===== src/rtl/sld_pkg.sv =====
//------------------------------------------------------------------------------
// sld_pkg
// Shared types and constants for the sound level high mode detector.
//------------------------------------------------------------------------------
package sld_pkg;

  localparam int GAIN_SHIFT_DEF       = 0;
  localparam int SAMPLE_BITS_DEF      = 10;
  localparam int MAX_LOG2_SAMPLES_DEF = 8;

  localparam int CFG_IDX_W  = 3;
  localparam int CFG_DATA_W = 16;

  localparam logic [CFG_IDX_W-1:0] REG_LOG2_SAMPLES  = 3'd0;
  localparam logic [CFG_IDX_W-1:0] REG_NOISE_LEVEL   = 3'd1;
  localparam logic [CFG_IDX_W-1:0] REG_AVG_WINDOW    = 3'd2;
  localparam logic [CFG_IDX_W-1:0] REG_STRIKE_GAP_MS = 3'd3;
  localparam logic [CFG_IDX_W-1:0] REG_STRIKE_LIMIT  = 3'd4;

  localparam logic [1:0] TREND_SAME = 2'd0;
  localparam logic [1:0] TREND_UP   = 2'd1;
  localparam logic [1:0] TREND_DOWN = 2'd2;

  typedef struct packed {
    logic       cmd;
    logic [9:0] sample;
  } in_item_t;

  typedef struct packed {
    logic        accepted;
    logic [13:0] raw_level;
    logic [13:0] gated_level;
    logic [13:0] block_mean;
    logic [13:0] block_peak;
    logic [13:0] song_average;
    logic [1:0]  trend;
    logic        high_mode;
  } out_item_t;

  typedef struct packed {
    logic [3:0]  log2_samples;
    logic [12:0] noise_level;
    logic [11:0] avg_window;
    logic [15:0] strike_gap_ms;
    logic [7:0]  strike_limit;
  } cfg_t;

  // controller -> datapath
  typedef struct packed {
    logic tick;       // advance millisecond counter
    logic acc;        // accumulate the held sample
    logic blk_start;  // latch block stats, start square root
    logic sqrt_step;  // one root iteration
    logic div_start;  // gate level, update song sum, start divide
    logic div_step;   // one divide iteration
    logic finish;     // average restart, strikes, build result
  } sld_cmd_t;

  // datapath -> controller
  typedef struct packed {
    logic blk_end;    // accumulated sample closed the block
    logic sqrt_done;
    logic raw_zero;
    logic div_done;
  } sld_stat_t;

endpackage


===== src/rtl/sld_datapath.sv =====
//------------------------------------------------------------------------------
// sld_datapath
// Accumulators, iterative square root, iterative divider and strike logic.
//------------------------------------------------------------------------------
module sld_datapath #(
  parameter int GAIN_SHIFT       = sld_pkg::GAIN_SHIFT_DEF,
  parameter int MAX_LOG2_SAMPLES = sld_pkg::MAX_LOG2_SAMPLES_DEF
) (
  input  logic               clk,
  input  logic               rst,
  input  sld_pkg::cfg_t      cfg,
  input  sld_pkg::in_item_t  item,
  input  sld_pkg::sld_cmd_t  cmd,
  output sld_pkg::sld_stat_t stat,
  output sld_pkg::out_item_t result
);

  localparam int SAMPLE_BITS = sld_pkg::SAMPLE_BITS_DEF;
  localparam int AMP_W  = SAMPLE_BITS + GAIN_SHIFT;
  localparam int CNT_W  = MAX_LOG2_SAMPLES + 1;
  localparam int SUM_W  = AMP_W + MAX_LOG2_SAMPLES;
  localparam int SQ_W   = 2 * AMP_W + MAX_LOG2_SAMPLES;
  localparam int SQ_IT  = (SQ_W + 1) / 2;
  localparam int MS_W   = 2 * SQ_IT;
  localparam int ROOT_W = SQ_IT;
  localparam int SIT_W  = $clog2(SQ_IT + 1);
  localparam int LVL_W  = (SQ_IT > 14) ? SQ_IT : 14;
  localparam int SC_W   = 13;
  localparam int SS_W   = LVL_W + SC_W;
  localparam int DIT_W  = $clog2(SS_W + 1);
  localparam int LHS_W  = SS_W + 4;
  localparam logic [SAMPLE_BITS-1:0] MID = SAMPLE_BITS'(1) << (SAMPLE_BITS - 1);

  logic [31:0]            time_ms, last_strike_ms;
  logic [7:0]             strike_count;
  logic                   loud_mode;
  logic [CNT_W-1:0]       samples_seen;
  logic [SUM_W-1:0]       amp_sum;
  logic [SQ_W-1:0]        amp_square_sum;
  logic [AMP_W-1:0]       amp_peak;
  logic [SS_W-1:0]        song_sum;
  logic [SC_W-1:0]        song_count;
  logic [LVL_W-1:0]       song_avg_floor;

  // accumulate
  logic [SAMPLE_BITS-1:0] s;
  logic [AMP_W-1:0]       amp;
  logic [3:0]             l;
  logic [CNT_W-1:0]       seen_next;
  always_comb begin
    s = item.sample[SAMPLE_BITS-1:0];
    amp = AMP_W'(((s >= MID) ? (s - MID) : (MID - s))) << GAIN_SHIFT;
    l = (cfg.log2_samples > 4'(MAX_LOG2_SAMPLES)) ? 4'(MAX_LOG2_SAMPLES)
                                                    : cfg.log2_samples;
    seen_next = samples_seen + CNT_W'(1);
  end

  logic [2*AMP_W-1:0] amp_sq;
  assign amp_sq = amp * amp;

  // block totals including the sample being accumulated
  logic [SUM_W-1:0] sum_next;
  logic [SQ_W-1:0]  sq_next;
  logic [AMP_W-1:0] peak_next;
  always_comb begin
    sum_next  = amp_sum + SUM_W'(amp);
    sq_next   = amp_square_sum + SQ_W'(amp_sq);
    peak_next = (amp > amp_peak) ? amp : amp_peak;
  end

  // square root state
  logic [MS_W-1:0]   rem;
  logic [ROOT_W:0]   root;
  logic [SIT_W-1:0]  sq_it;
  logic [13:0]       mean_r, peak_r;
  logic [LVL_W-1:0]  raw_r;
  logic [MS_W+1:0]   trial;
  logic [1:0]        pair;
  always_comb begin
    pair  = 2'(rem >> (2 * (SQ_IT - 1)));
    trial = {MS_W'(root), 2'b01};
  end

  // divider state: song_sum / song_count
  logic [SS_W-1:0]   dq;
  logic [SC_W:0]     drem;
  logic [SC_W-1:0]   ddiv;
  logic [DIT_W-1:0]  d_it;
  logic [LVL_W-1:0]  gated_r, gated_calc, avg_q;
  logic [SS_W-1:0]   loud_sum;
  logic [SC_W-1:0]   loud_cnt;
  logic [SC_W:0]     drem_sh;
  assign drem_sh = {drem[SC_W-1:0], dq[SS_W-1]};

  always_comb begin
    gated_calc = (raw_r > LVL_W'(cfg.noise_level)) ?
                 raw_r - LVL_W'(cfg.noise_level) : '0;
    avg_q      = LVL_W'(dq);
  end

  // sqrt remainder tracked separately
  logic [MS_W+1:0] srem;

  // strike logic (combinational on registered values at finish)
  logic [31:0] elapsed, ls_next;
  logic        late, loud, lm_next;
  logic [7:0]  sc_next;
  logic [LHS_W-1:0] lhs, rhs;

  always_ff @(posedge clk) begin
    if (rst) begin
      time_ms <= '0; last_strike_ms <= '0; strike_count <= '0; loud_mode <= 1'b0;
      samples_seen <= '0; amp_sum <= '0; amp_square_sum <= '0; amp_peak <= '0;
      song_sum <= '0; song_count <= '0; song_avg_floor <= '0;
      sq_it <= '0; d_it <= '0;
    end else begin
      if (cmd.tick) time_ms <= time_ms + 32'd1;
      if (cmd.acc) begin
        if (cmd.blk_start) begin
          samples_seen <= '0; amp_sum <= '0; amp_square_sum <= '0; amp_peak <= '0;
        end else begin
          samples_seen   <= seen_next;
          amp_sum        <= sum_next;
          amp_square_sum <= sq_next;
          amp_peak       <= peak_next;
        end
      end
      if (cmd.blk_start) begin
        mean_r <= 14'(sum_next >> l);
        peak_r <= 14'(peak_next);
        rem    <= MS_W'(sq_next >> l);
        srem   <= '0;
        root   <= '0;
        sq_it  <= '0;
      end
      if (cmd.sqrt_step) begin
        // bring down two bits, try subtracting 4r+1
        if ({srem[MS_W-1:0], pair} >= trial) begin
          srem <= {srem[MS_W-1:0], pair} - trial;
          root <= {root[ROOT_W-1:0], 1'b1};
        end else begin
          srem <= {srem[MS_W-1:0], pair};
          root <= {root[ROOT_W-1:0], 1'b0};
        end
        rem   <= rem << 2;
        sq_it <= sq_it + SIT_W'(1);
      end
      if (cmd.div_start) begin
        gated_r    <= gated_calc;
        song_sum   <= song_sum + SS_W'(gated_calc);
        song_count <= song_count + SC_W'(1);
        dq   <= song_sum + SS_W'(gated_calc);
        ddiv <= song_count + SC_W'(1);
        drem <= '0;
        d_it <= '0;
      end
      if (cmd.div_step) begin
        if (drem_sh >= {1'b0, ddiv}) begin
          drem <= drem_sh - {1'b0, ddiv};
          dq   <= {dq[SS_W-2:0], 1'b1};
        end else begin
          drem <= drem_sh;
          dq   <= {dq[SS_W-2:0], 1'b0};
        end
        d_it <= d_it + DIT_W'(1);
      end
      if (cmd.finish) begin
        result.accepted    <= ~stat.raw_zero;
        result.raw_level   <= 14'(raw_r);
        result.block_mean  <= mean_r;
        result.block_peak  <= peak_r;
        result.gated_level <= stat.raw_zero ? 14'd0 : 14'(gated_r);
        if (stat.raw_zero) begin
          result.song_average <= 14'(song_avg_floor);
          result.trend        <= sld_pkg::TREND_SAME;
          result.high_mode    <= loud_mode;
        end else begin
          song_avg_floor <= avg_q;
          result.song_average <= 14'(avg_q);
          result.trend <= (avg_q == song_avg_floor) ? sld_pkg::TREND_SAME :
                          (avg_q > song_avg_floor) ? sld_pkg::TREND_UP :
                                                     sld_pkg::TREND_DOWN;
          if (song_count > SC_W'(cfg.avg_window)) begin
            song_sum   <= SS_W'(avg_q);
            song_count <= SC_W'(1);
          end
          strike_count <= sc_next;
          loud_mode    <= lm_next;
          last_strike_ms <= ls_next;
          result.high_mode <= lm_next;
        end
      end
    end
  end

  always_comb raw_r = LVL_W'(root);

  assign loud_sum = song_sum;
  assign loud_cnt = song_count;
  always_comb begin
    elapsed = time_ms - last_strike_ms;
    late    = elapsed > 32'(cfg.strike_gap_ms);
    lhs     = LHS_W'(gated_r) * LHS_W'(loud_cnt) * LHS_W'(10);
    rhs     = LHS_W'(loud_sum) * LHS_W'(11);
    loud    = lhs > rhs;
    sc_next = strike_count;
    lm_next = loud_mode;
    ls_next = last_strike_ms;
    if (loud) begin
      if (strike_count != 8'd0) begin
        if (late) begin
          sc_next = 8'd0; lm_next = 1'b0;
        end else begin
          ls_next = time_ms;
          if (strike_count != 8'd255) sc_next = strike_count + 8'd1;
        end
      end else begin
        sc_next = 8'd1; ls_next = time_ms;
      end
    end
    if (sc_next != 8'd0 && late) begin
      sc_next = 8'd0; lm_next = 1'b0;
    end else if (sc_next > cfg.strike_limit) begin
      lm_next = 1'b1;
    end
  end

  always_comb begin
    stat.blk_end   = cmd.acc && (seen_next >= (CNT_W'(1) << l));
    stat.sqrt_done = (sq_it == SIT_W'(SQ_IT));
    stat.raw_zero  = (root == '0);
    stat.div_done  = (d_it == DIT_W'(SS_W));
  end

endmodule


===== src/rtl/sld_ctrl.sv =====
//------------------------------------------------------------------------------
// sld_ctrl
// Sequencer: accept, accumulate, square root, divide, result handoff.
//------------------------------------------------------------------------------
module sld_ctrl (
  input  logic               clk,
  input  logic               rst,
  input  logic               in_fire,
  input  logic               in_tick,
  input  logic               out_busy,
  input  sld_pkg::sld_stat_t stat,
  output sld_pkg::sld_cmd_t  cmd,
  output logic               idle,
  output logic               load_out
);

  typedef enum logic [5:0] {
    S_IDLE = 6'b000001,
    S_ACC  = 6'b000010,
    S_SQRT = 6'b000100,
    S_DIVS = 6'b001000,
    S_DIV  = 6'b010000,
    S_FIN  = 6'b100000
  } state_t;

  state_t state, state_next;

  always_ff @(posedge clk) begin
    if (rst) state <= S_IDLE;
    else     state <= state_next;
  end

  always_comb begin
    cmd = '0;
    load_out = 1'b0;
    state_next = state;
    idle = (state == S_IDLE);
    unique case (state)
      S_IDLE: begin
        if (in_fire) begin
          if (in_tick) cmd.tick = 1'b1;
          else         state_next = S_ACC;
        end
      end
      S_ACC: begin
        cmd.acc = 1'b1;
        state_next = S_IDLE;
        if (stat.blk_end) begin
          state_next = S_SQRT;
        end
      end
      S_SQRT: begin
        if (!stat.sqrt_done) begin
          cmd.sqrt_step = 1'b1;
        end else if (stat.raw_zero) begin
          state_next = S_FIN;
        end else begin
          cmd.div_start = 1'b1;
          state_next = S_DIV;
        end
      end
      S_DIVS: state_next = S_DIV;
      S_DIV: begin
        if (!stat.div_done) cmd.div_step = 1'b1;
        else                state_next = S_FIN;
      end
      S_FIN: begin
        if (!out_busy) begin
          cmd.finish = 1'b1;
          load_out = 1'b1;
          state_next = S_IDLE;
        end
      end
      default: state_next = S_IDLE;
    endcase
    // block start happens on the accumulate cycle that closes the block
    cmd.blk_start = cmd.acc && stat.blk_end;
  end

endmodule


===== src/rtl/sound_level_high_mode_detector_unit.sv =====
//------------------------------------------------------------------------------
// sound_level_high_mode_detector_unit
// Sound level meter with loud high mode detection.
//------------------------------------------------------------------------------
// Sample: accepted while idle, then accumulated in the datapath; a tick is taken
// while idle. Block end: bit-pair square root, restoring divide for the song
// average (skipped for a discarded block), then the result is registered and
// out_valid rises; input waits meanwhile, and longer while an older result is
// stalled.
// Synchronous reset clears all statistics and loads register defaults.
module sound_level_high_mode_detector_unit #(
  parameter int GAIN_SHIFT       = sld_pkg::GAIN_SHIFT_DEF,
  parameter int MAX_LOG2_SAMPLES = sld_pkg::MAX_LOG2_SAMPLES_DEF
) (
  input  logic                            clk,
  input  logic                            rst,
  input  logic                            cfg_we,
  input  logic [sld_pkg::CFG_IDX_W-1:0]   cfg_index,
  input  logic [sld_pkg::CFG_DATA_W-1:0]  cfg_data,
  input  logic                            in_valid,
  output logic                            in_ready,
  input  sld_pkg::in_item_t               in_item,
  output logic                            out_valid,
  input  logic                            out_ready,
  output sld_pkg::out_item_t              out_item
);

  sld_pkg::cfg_t      cfg;
  sld_pkg::sld_cmd_t  cmd;
  sld_pkg::sld_stat_t stat;
  sld_pkg::out_item_t result;
  sld_pkg::in_item_t  held;
  logic idle, load_out, in_fire;

  always_ff @(posedge clk) begin
    if (rst) begin
      cfg.log2_samples  <= 4'd6;
      cfg.noise_level   <= 13'd0;
      cfg.avg_window    <= 12'd600;
      cfg.strike_gap_ms <= 16'd200;
      cfg.strike_limit  <= 8'd3;
    end else if (cfg_we) begin
      unique case (cfg_index)
        sld_pkg::REG_LOG2_SAMPLES:  cfg.log2_samples  <= cfg_data[3:0];
        sld_pkg::REG_NOISE_LEVEL:   cfg.noise_level   <= cfg_data[12:0];
        sld_pkg::REG_AVG_WINDOW:    cfg.avg_window    <= cfg_data[11:0];
        sld_pkg::REG_STRIKE_GAP_MS: cfg.strike_gap_ms <= cfg_data;
        sld_pkg::REG_STRIKE_LIMIT:  cfg.strike_limit  <= cfg_data[7:0];
        default: ;
      endcase
    end
  end

  assign in_ready = idle;
  assign in_fire  = in_valid && in_ready;

  always_ff @(posedge clk) begin
    if (in_fire) held <= in_item;
  end

  always_ff @(posedge clk) begin
    if (rst) out_valid <= 1'b0;
    else if (load_out) out_valid <= 1'b1;
    else if (out_ready) out_valid <= 1'b0;
  end
  assign out_item = result;

  sld_ctrl u_ctrl (
    .clk      (clk),
    .rst      (rst),
    .in_fire  (in_fire),
    .in_tick  (in_item.cmd),
    .out_busy (out_valid && !out_ready),
    .stat     (stat),
    .cmd      (cmd),
    .idle     (idle),
    .load_out (load_out)
  );

  sld_datapath #(
    .GAIN_SHIFT       (GAIN_SHIFT),
    .MAX_LOG2_SAMPLES (MAX_LOG2_SAMPLES)
  ) u_dp (
    .clk    (clk),
    .rst    (rst),
    .cfg    (cfg),
    .item   (held),
    .cmd    (cmd),
    .stat   (stat),
    .result (result)
  );

endmodule


===== config.mk =====
export PLATFORM = sky130hd
export DESIGN_NAME = sound_level_high_mode_detector_unit
export DESIGN_NICKNAME = d
export VERILOG_FILES = /design/src/rtl/sld_pkg.sv /design/src/rtl/sld_datapath.sv /design/src/rtl/sld_ctrl.sv /design/src/rtl/sound_level_high_mode_detector_unit.sv
export SDC_FILE = /design/constraint.sdc
export NUM_CORES = 2
export LEC_CHECK = 0
export ABC_AREA = 1
export CORE_MARGIN = 5
export CORE_UTILIZATION = 60
export DETAILED_ROUTE_END_ITERATION = 7
export DONT_BUFFER_PORTS = 1
export PLACE_DENSITY = 0.86
export SLEW_MARGIN = 30
export SYNTH_ARGS = -nofsm -noshare
export SYNTH_HDL_FRONTEND = slang
export SYNTH_SLANG_ARGS = --single-unit

===== constraint.sdc =====
create_clock -name clk -period 9.28 [get_ports clk]
set_input_delay 0.464 -clock clk [delete_from_list [all_inputs] [get_ports clk]]
set_output_delay 0.464 -clock clk [all_outputs]
set_load 0.01 [all_outputs]

* Word-level counts from Yosys, hierarchy flattened *
Index checks and enable logic that the tools add are counted.

storage, ports and cells
  register bits after elaboration = 503
  latch bits = 0
  RAM bits = 0
  bits in read-only memories = 0
  input port bits = 35
  output and inout bits = 76
  logic and storage cells = 193
  memories kept = 0

cells by class
  add/subtract/negate cells = 15
  multipliers = 4
  div/mod/pow operators = 0
  $lt $le $gt $ge = 12
  equality and inequality tests = 20
  shift operators = 3
  muxes and demuxes = 71
  bitwise gates (word level) = 2
  reduce and logical (&&, ||, !) cells = 27

operator list
  operator               count
  $mux 28                6
  $mux 27                6
  $mux 13                7
  $mux 32                2
  $mux 8                 5
  $mux 6                 6
  $pmux 6 s6             1
  $add 32x1->32 const B  1
  $gt 32x16->1           1
  $sub 32x32->32         1
  $gt 31x31->1           1
  $mul 27x4->31 const B  1
  $ge 30x17->1           1
  $mul 27x3->30 const B  1
  $mux 10                3
  $mux 15                2
  $add 28x20->28         1
  $shr 28x4->28          1
  $sub 28x17->28         1
  $add 27x14->27         1
  $mul 14x13->27         1
  $reduce_and 2->1       11
  $mul 10x10->20         1
  $mux 1                 20
  other kinds (54)       72

* Depth between registers and ports, before layout *
  depth after elaboration = 9
  depth in mapped cells = 59
  mapped depth without buffers = 57

* Hierarchy *
From an unflattened synthesis, not the netlist that was laid out.

second synthesis, totals
  cells, all modules = 5796
  area, all modules = 43484.2 sq um

by module, submodules not included
  module                               instances  cells an instance  area each (sq um)  seq. area each (sq um)
  sld_datapath                         1          5408               40625.2            10990.5
  sound_level_high_mode_detector_unit  1          329                2512.4             1411.4
  sld_ctrl                             1          59                 346.6              100.1

* Worst setup path after synthesis *
OpenSTA, ideal clock, no wires.

  kind = flip-flop to flip-flop
  start = register u_dp.song_count[6], in the netlist u_dp.loud_cnt[6]
  end = register u_dp.result[0] (netlist name)
  setup time = 0.258 ns
  data arrival time = 9.286 ns
  required time = 9.022 ns
  path slack = -0.264 ns
  stages on the path, launching flop included = 54
  path buffers = 2
  period minus slack after synthesis = 9.544 ns
  cells stage by stage = dfxtp_1 -> clkbuf_1 -> buf_1 -> nand2_1 -> fa_1 -> fa_1 -> fa_1 -> inv_1 -> fa_1 -> inv_1 -> fa_1 -> inv_1 -> ha_1 -> nand2_1 -> o21ai_0 -> a21oi_1 -> o21ai_0 -> or3b_2 -> [... 18 more ...] -> nand2_1 -> nor3_1 -> nand2_1 -> nor2_1 -> nand3_1 -> nand2_1 -> nor2_1 -> nand3_2 -> nor2_1 -> nor2_1 -> inv_1 -> ha_1 -> a21oi_1 -> o21ai_0 -> a21oi_1 -> o21ai_0 -> nand2_1 -> o21ai_1

between the ends
  cells in the longest elaborated chain, start to end = 8
  elaborated cells between the ends (all ways) = 11
  classes of those cells = mul: 2; order compare: 2; mux: 5; reduce/logical: 2

RTL lines
  what                                                    line                                      text
  start: declaration                                      sld_datapath.sv:42                        logic [SC_W-1:0] song_count;
  start signal: assignment                                sld_datapath.sv:151                       song_count <= song_count + SC_W'(1);
  $mul 14x13->27 (*)                                      sld_datapath.sv:203                       lhs = LHS_W'(gated_r) * LHS_W'(loud_cnt) * LHS_W'(10);
  $mul 27x3->30 (*)                                       sld_datapath.sv:203
  $gt 31x31->1 (*)                                        sld_datapath.sv:205                       loud = lhs > rhs;
  $mux 8                                                  sld_datapath.sv:209                       if (loud) begin
  $gt 8x8->1 / $reduce_bool 8->1 (equally long branches)  sld_datapath.sv:223, sld_datapath.sv:221
  $mux 1 / $logic_and 1x1->1 (equally long branches)      sld_datapath.sv:223, sld_datapath.sv:221
  $mux 1 (*)                                              sld_datapath.sv:221                       if (sc_next != 8'd0 && late) begin
  $mux 17 (*)                                             sld_datapath.sv:173                       if (stat.raw_zero) begin

Mark *: on every way between the ends. The rest lies on a longest branch, timed or not.
A chain may end at the register's enable or synchronous reset.

* Worst setup path after layout *
  start = register u_dp.gated_r[4]
  end = register u_dp.result[0] (netlist name)

between the ends
  cells in the longest elaborated chain, start to end = 8
  elaborated cells between the ends (all ways) = 11
  classes of those cells = mul: 2; order compare: 2; mux: 5; reduce/logical: 2

RTL lines
  what                                                    line                                      text
  start: declaration                                      sld_datapath.sv:89                        logic [LVL_W-1:0] gated_r, gated_calc, avg_q;
  start signal: assignment                                sld_datapath.sv:149                       gated_r <= gated_calc;
  $mul 14x13->27 (*)                                      sld_datapath.sv:203
  $mul 27x3->30 (*)                                       sld_datapath.sv:203
  $gt 31x31->1 (*)                                        sld_datapath.sv:205
  $mux 8                                                  sld_datapath.sv:209
  $gt 8x8->1 / $reduce_bool 8->1 (equally long branches)  sld_datapath.sv:223, sld_datapath.sv:221
  $mux 1 / $logic_and 1x1->1 (equally long branches)      sld_datapath.sv:223, sld_datapath.sv:221
  $mux 1 (*)                                              sld_datapath.sv:221
  $mux 17 (*)                                             sld_datapath.sv:173

Marks and branches as above.

==> out/qor.csv <==
metric,value,unit
hold crit path type,input port to flop,
Clock transition at path regs,0.07,ns
Post-Route WL,121,mm
core area,71500,um2
DR pass1 iterations,6,
clock sinks,502,
post-route ant nets,0,
# fillers,5459,
Core Rows,98,
cell mode on critical path,inv_1,
final worst setup slack,-0.226,ns
largest net degree at the start of global routing,107,
Fin Hold WS,0.0216,ns
final count of hold timing violations,0,
total CTS buffers,55,
placer congestion estimate,0.966,
pwr dens,178,nW/um2
Worst-Margin Slew,0.976,ns
CP Data Arrival Time,9.86,ns
Die Y,278,um
status,"complete, but fails checks",
port buffer count,0,
Crit path largest cell delay,0.57,ns
Post-Synthesis Cells,5696,
Slew headroom,0.348,
IO Pins,111,
share of synthesized registers carrying an async set or reset,0,
root buffer cell,clkbuf_16,
CP max FO,5,
setup violators final,2,
CTS H-tree lvls,2,
die width,278,um
Max IR drop VDD,332,uV
DIE AREA,77500,um2
post-DP HPWL,88.9,mm
clk buf depth,3,
fmax,105,MHz
Layout Nets,6555,
Residual DRC,0,
WP data required,9.64,ns
worst-case clock skew,0.0543,ns
Initial Util,0.605,
via count,38900,
RSZ-0062 raised after global routing,true,
Critical Path Start Type,flop,
area grow syn2layout,13.0,%
WS Path Type,flop to flop,
Crit. End Element,flop,
minimum clock period,9.51,ns
share of layout cells above drive strength 1,0.102,
post-route setup TNS,-0.392,ns
vias per cell,5.67,
Yosys warnings,0,
violated checks,negative setup slack,
"Avg Cell Area, Syn",7.59,um2
CTS tree,yes,
Crit-path slowest cell,fa_1,
"FF+latch count, synth",502,
Worst-Skew Late Latency,0.64,ns
synthesized cell area,43200,um2
crit share post-route,1.02,
number of antenna violations at the first check in global routing,4,
Synth cell types,77,
first-pass GRT wire length,191,mm
Final Max Tran Viols,0,
max cap viols,0,
"EDFF count, synth",242,
Synth Flop Type,dfxtp_1,
gr ovfl total,0,
gr usage total,0.298,
"Seq/Total Area, Yosys",0.288,
wire length per cell,17.7,um
initial drt markers,3651,
number of global-route vias before repair,37700,
Leakage,23.7,nW
## final timing paths
check / start / end / slack [ns] / cells past startpoint
hold / removal: cfg_data[14] / cfg[22] / 0.02 / 2
setup reg to reg: u_dp.gated_r[4] / u_dp.result[0] / -0.23 / 55
setup / recovery: u_dp.gated_r[4] / u_dp.result[0] / -0.23 / 55
hold reg to reg: u_dp.peak_r[8] / u_dp.result[25] / 0.42 / 0
## state kept, by name (all words and copies together), names as in the netlist, 13 cells and up
register and cells:
u_dp.last_strike_ms 32, u_dp.mean_r 14, cfg 53, u_dp.song_avg_floor 14, u_dp.dq 27, u_dp.gated_r 14, u_dp.amp_sum 18, u_dp.drem 13
u_dp.loud_cnt 13, u_dp.rem 28, u_dp.result 70, u_dp.ddiv 13, u_dp.root 15, u_dp.srem 28, u_dp.amp_square_sum 28, u_dp.time_ms 32
u_dp.loud_sum 27
## area by class of cell
class	count	area, um2	area share
timing repair buffer	263	2140	0.0438
antenna	3	7.51	0.000154
sequential	502	12500	0.255
clock buffer	72	1600	0.0327
inverter	1108	4160	0.0852
clock inverter	32	345	0.00707
tap	950	1190	0.0243
multi-input combinational	3928	26900	0.551
## repair_timing
item / in CTS / in global routing
buffers inserted: 25 / 25
hold buffers: 21 / 1
gates cloned: 0 / 0
pin swaps: 85 / 119
hold endpoints to repair: 129 / 1
endpoints found under the setup margin: 2 / 42
gates resized for setup: 93 / 133
## where the power goes
| group | internal [W] | switching, W |
|---|---|---|
| Combinational | 0.00132 | 0.00256 |
| Clock | 0.00132 | 0.00102 |
| Sequential | 0.00242 | 0.0000228 |
## cells in the mapped netlist (16+ instances only)
master / instances / area (um2)
nand2_1: 1246 / 4680
inv_1: 1090 / 4090
a21oi_1: 476 / 2380
ha_1: 434 / 5430
nor2_1: 394 / 1480
o21ai_0: 311 / 1560
dfxtp_1: 260 / 5200
edfxtp_1: 242 / 7270
fa_1: 228 / 4560
nand3_1: 187 / 936
xor2_1: 141 / 1230
clkbuf_1: 131 / 492
xnor2_1: 77 / 674
o21ai_1: 59 / 295
nor3_1: 50 / 250
nand4_1: 41 / 257
o211ai_1: 31 / 233
a211oi_1: 19 / 143
a31oi_1: 17 / 106
or2_2: 16 / 100
## stage by stage
stage                     cells  worst slack (ns)  area (um2)  total power (W)  utilization
after floorplan            5705            0.0438       43300          0.00529            -
after global placement     6682            -0.342       45300          0.00614        0.633
after detailed placement   6682            -0.530       45300          0.00623        0.633
after CTS                  6830           0.00674       48100          0.00860        0.673
after global routing       6858            -0.640       48800          0.00929        0.683
final                      6858            -0.226       48800          0.00867        0.683
## placed cells by master, fill, tap and decap left out, types with 8 or more instances in the layout
| master | count |
|---|---|
| xnor2_1 | 73 |
| conb_1 | 11 |
| a211oi_1 | 18 |
| nor2_4 | 12 |
| and2_1 | 8 |
| nor3_1 | 46 |
| nand3b_1 | 13 |
| edfxtp_1 | 242 |
| o21ai_0 | 297 |
| a31oi_1 | 14 |
| nand2_4 | 14 |
| nor2_1 | 370 |
| dfxtp_1 | 258 |
| buf_4 | 223 |
| dlygate4sd3_1 | 21 |
| o21bai_1 | 13 |
| xor2_1 | 137 |
| o21ai_2 | 13 |
| ha_4 | 26 |
| clkbuf_16 | 59 |
| nand2_1 | 1217 |
| or2_2 | 15 |
| o21ai_1 | 66 |
| o211ai_1 | 31 |
| nand4_1 | 41 |
| buf_6 | 15 |
| nor2_2 | 24 |
| nor4_1 | 12 |
| a21oi_2 | 26 |
| a21oi_1 | 448 |
| inv_6 | 13 |
| a21o_1 | 11 |
| inv_1 | 1062 |
| ha_1 | 406 |
| inv_2 | 41 |
| fa_1 | 223 |
| nand3_1 | 185 |
| nand2_2 | 28 |
## kinds of logic after synthesis
kind of cell,Yosys count,share of synthesized area
buffers and inverters,1275,0.113
AO/OA/AOI/OAI,1010,0.128
other,2,0.000174
AND/OR/NAND/NOR,2023,0.194
adder cells (fa/ha/maj),662,0.231
multiplexers,4,0.000926
XOR/XNOR,218,0.0442
flip-flops,502,0.288
## routing by layer
| layer | routed length (um) | vias to the layer above | track usage |
|---|---|---|---|
| met5 | 13 | - | 0 |
| met4 | 5810 | 2 | 0.116 |
| met3 | 11200 | 398 | 0.0556 |
| met2 | 55500 | 1794 | 0.493 |
| met1 | 48700 | 18200 | 0.391 |
| li1 | - | 18600 | - |
## worst max-delay path: cells and delay by family (launching register included)
| family | cells | cell delay, ns |
|---|---|---|
| AO/OA/AOI/OAI | 10 | 1.56 |
| adder cells (fa/ha/maj) | 9 | 3.73 |
| buffers and inverters | 9 | 0.88 |
| flip-flops | 1 | 0.52 |
| AND/OR/NAND/NOR | 27 | 2.49 |
No activity file was read; power rests on OpenSTA's default activity.
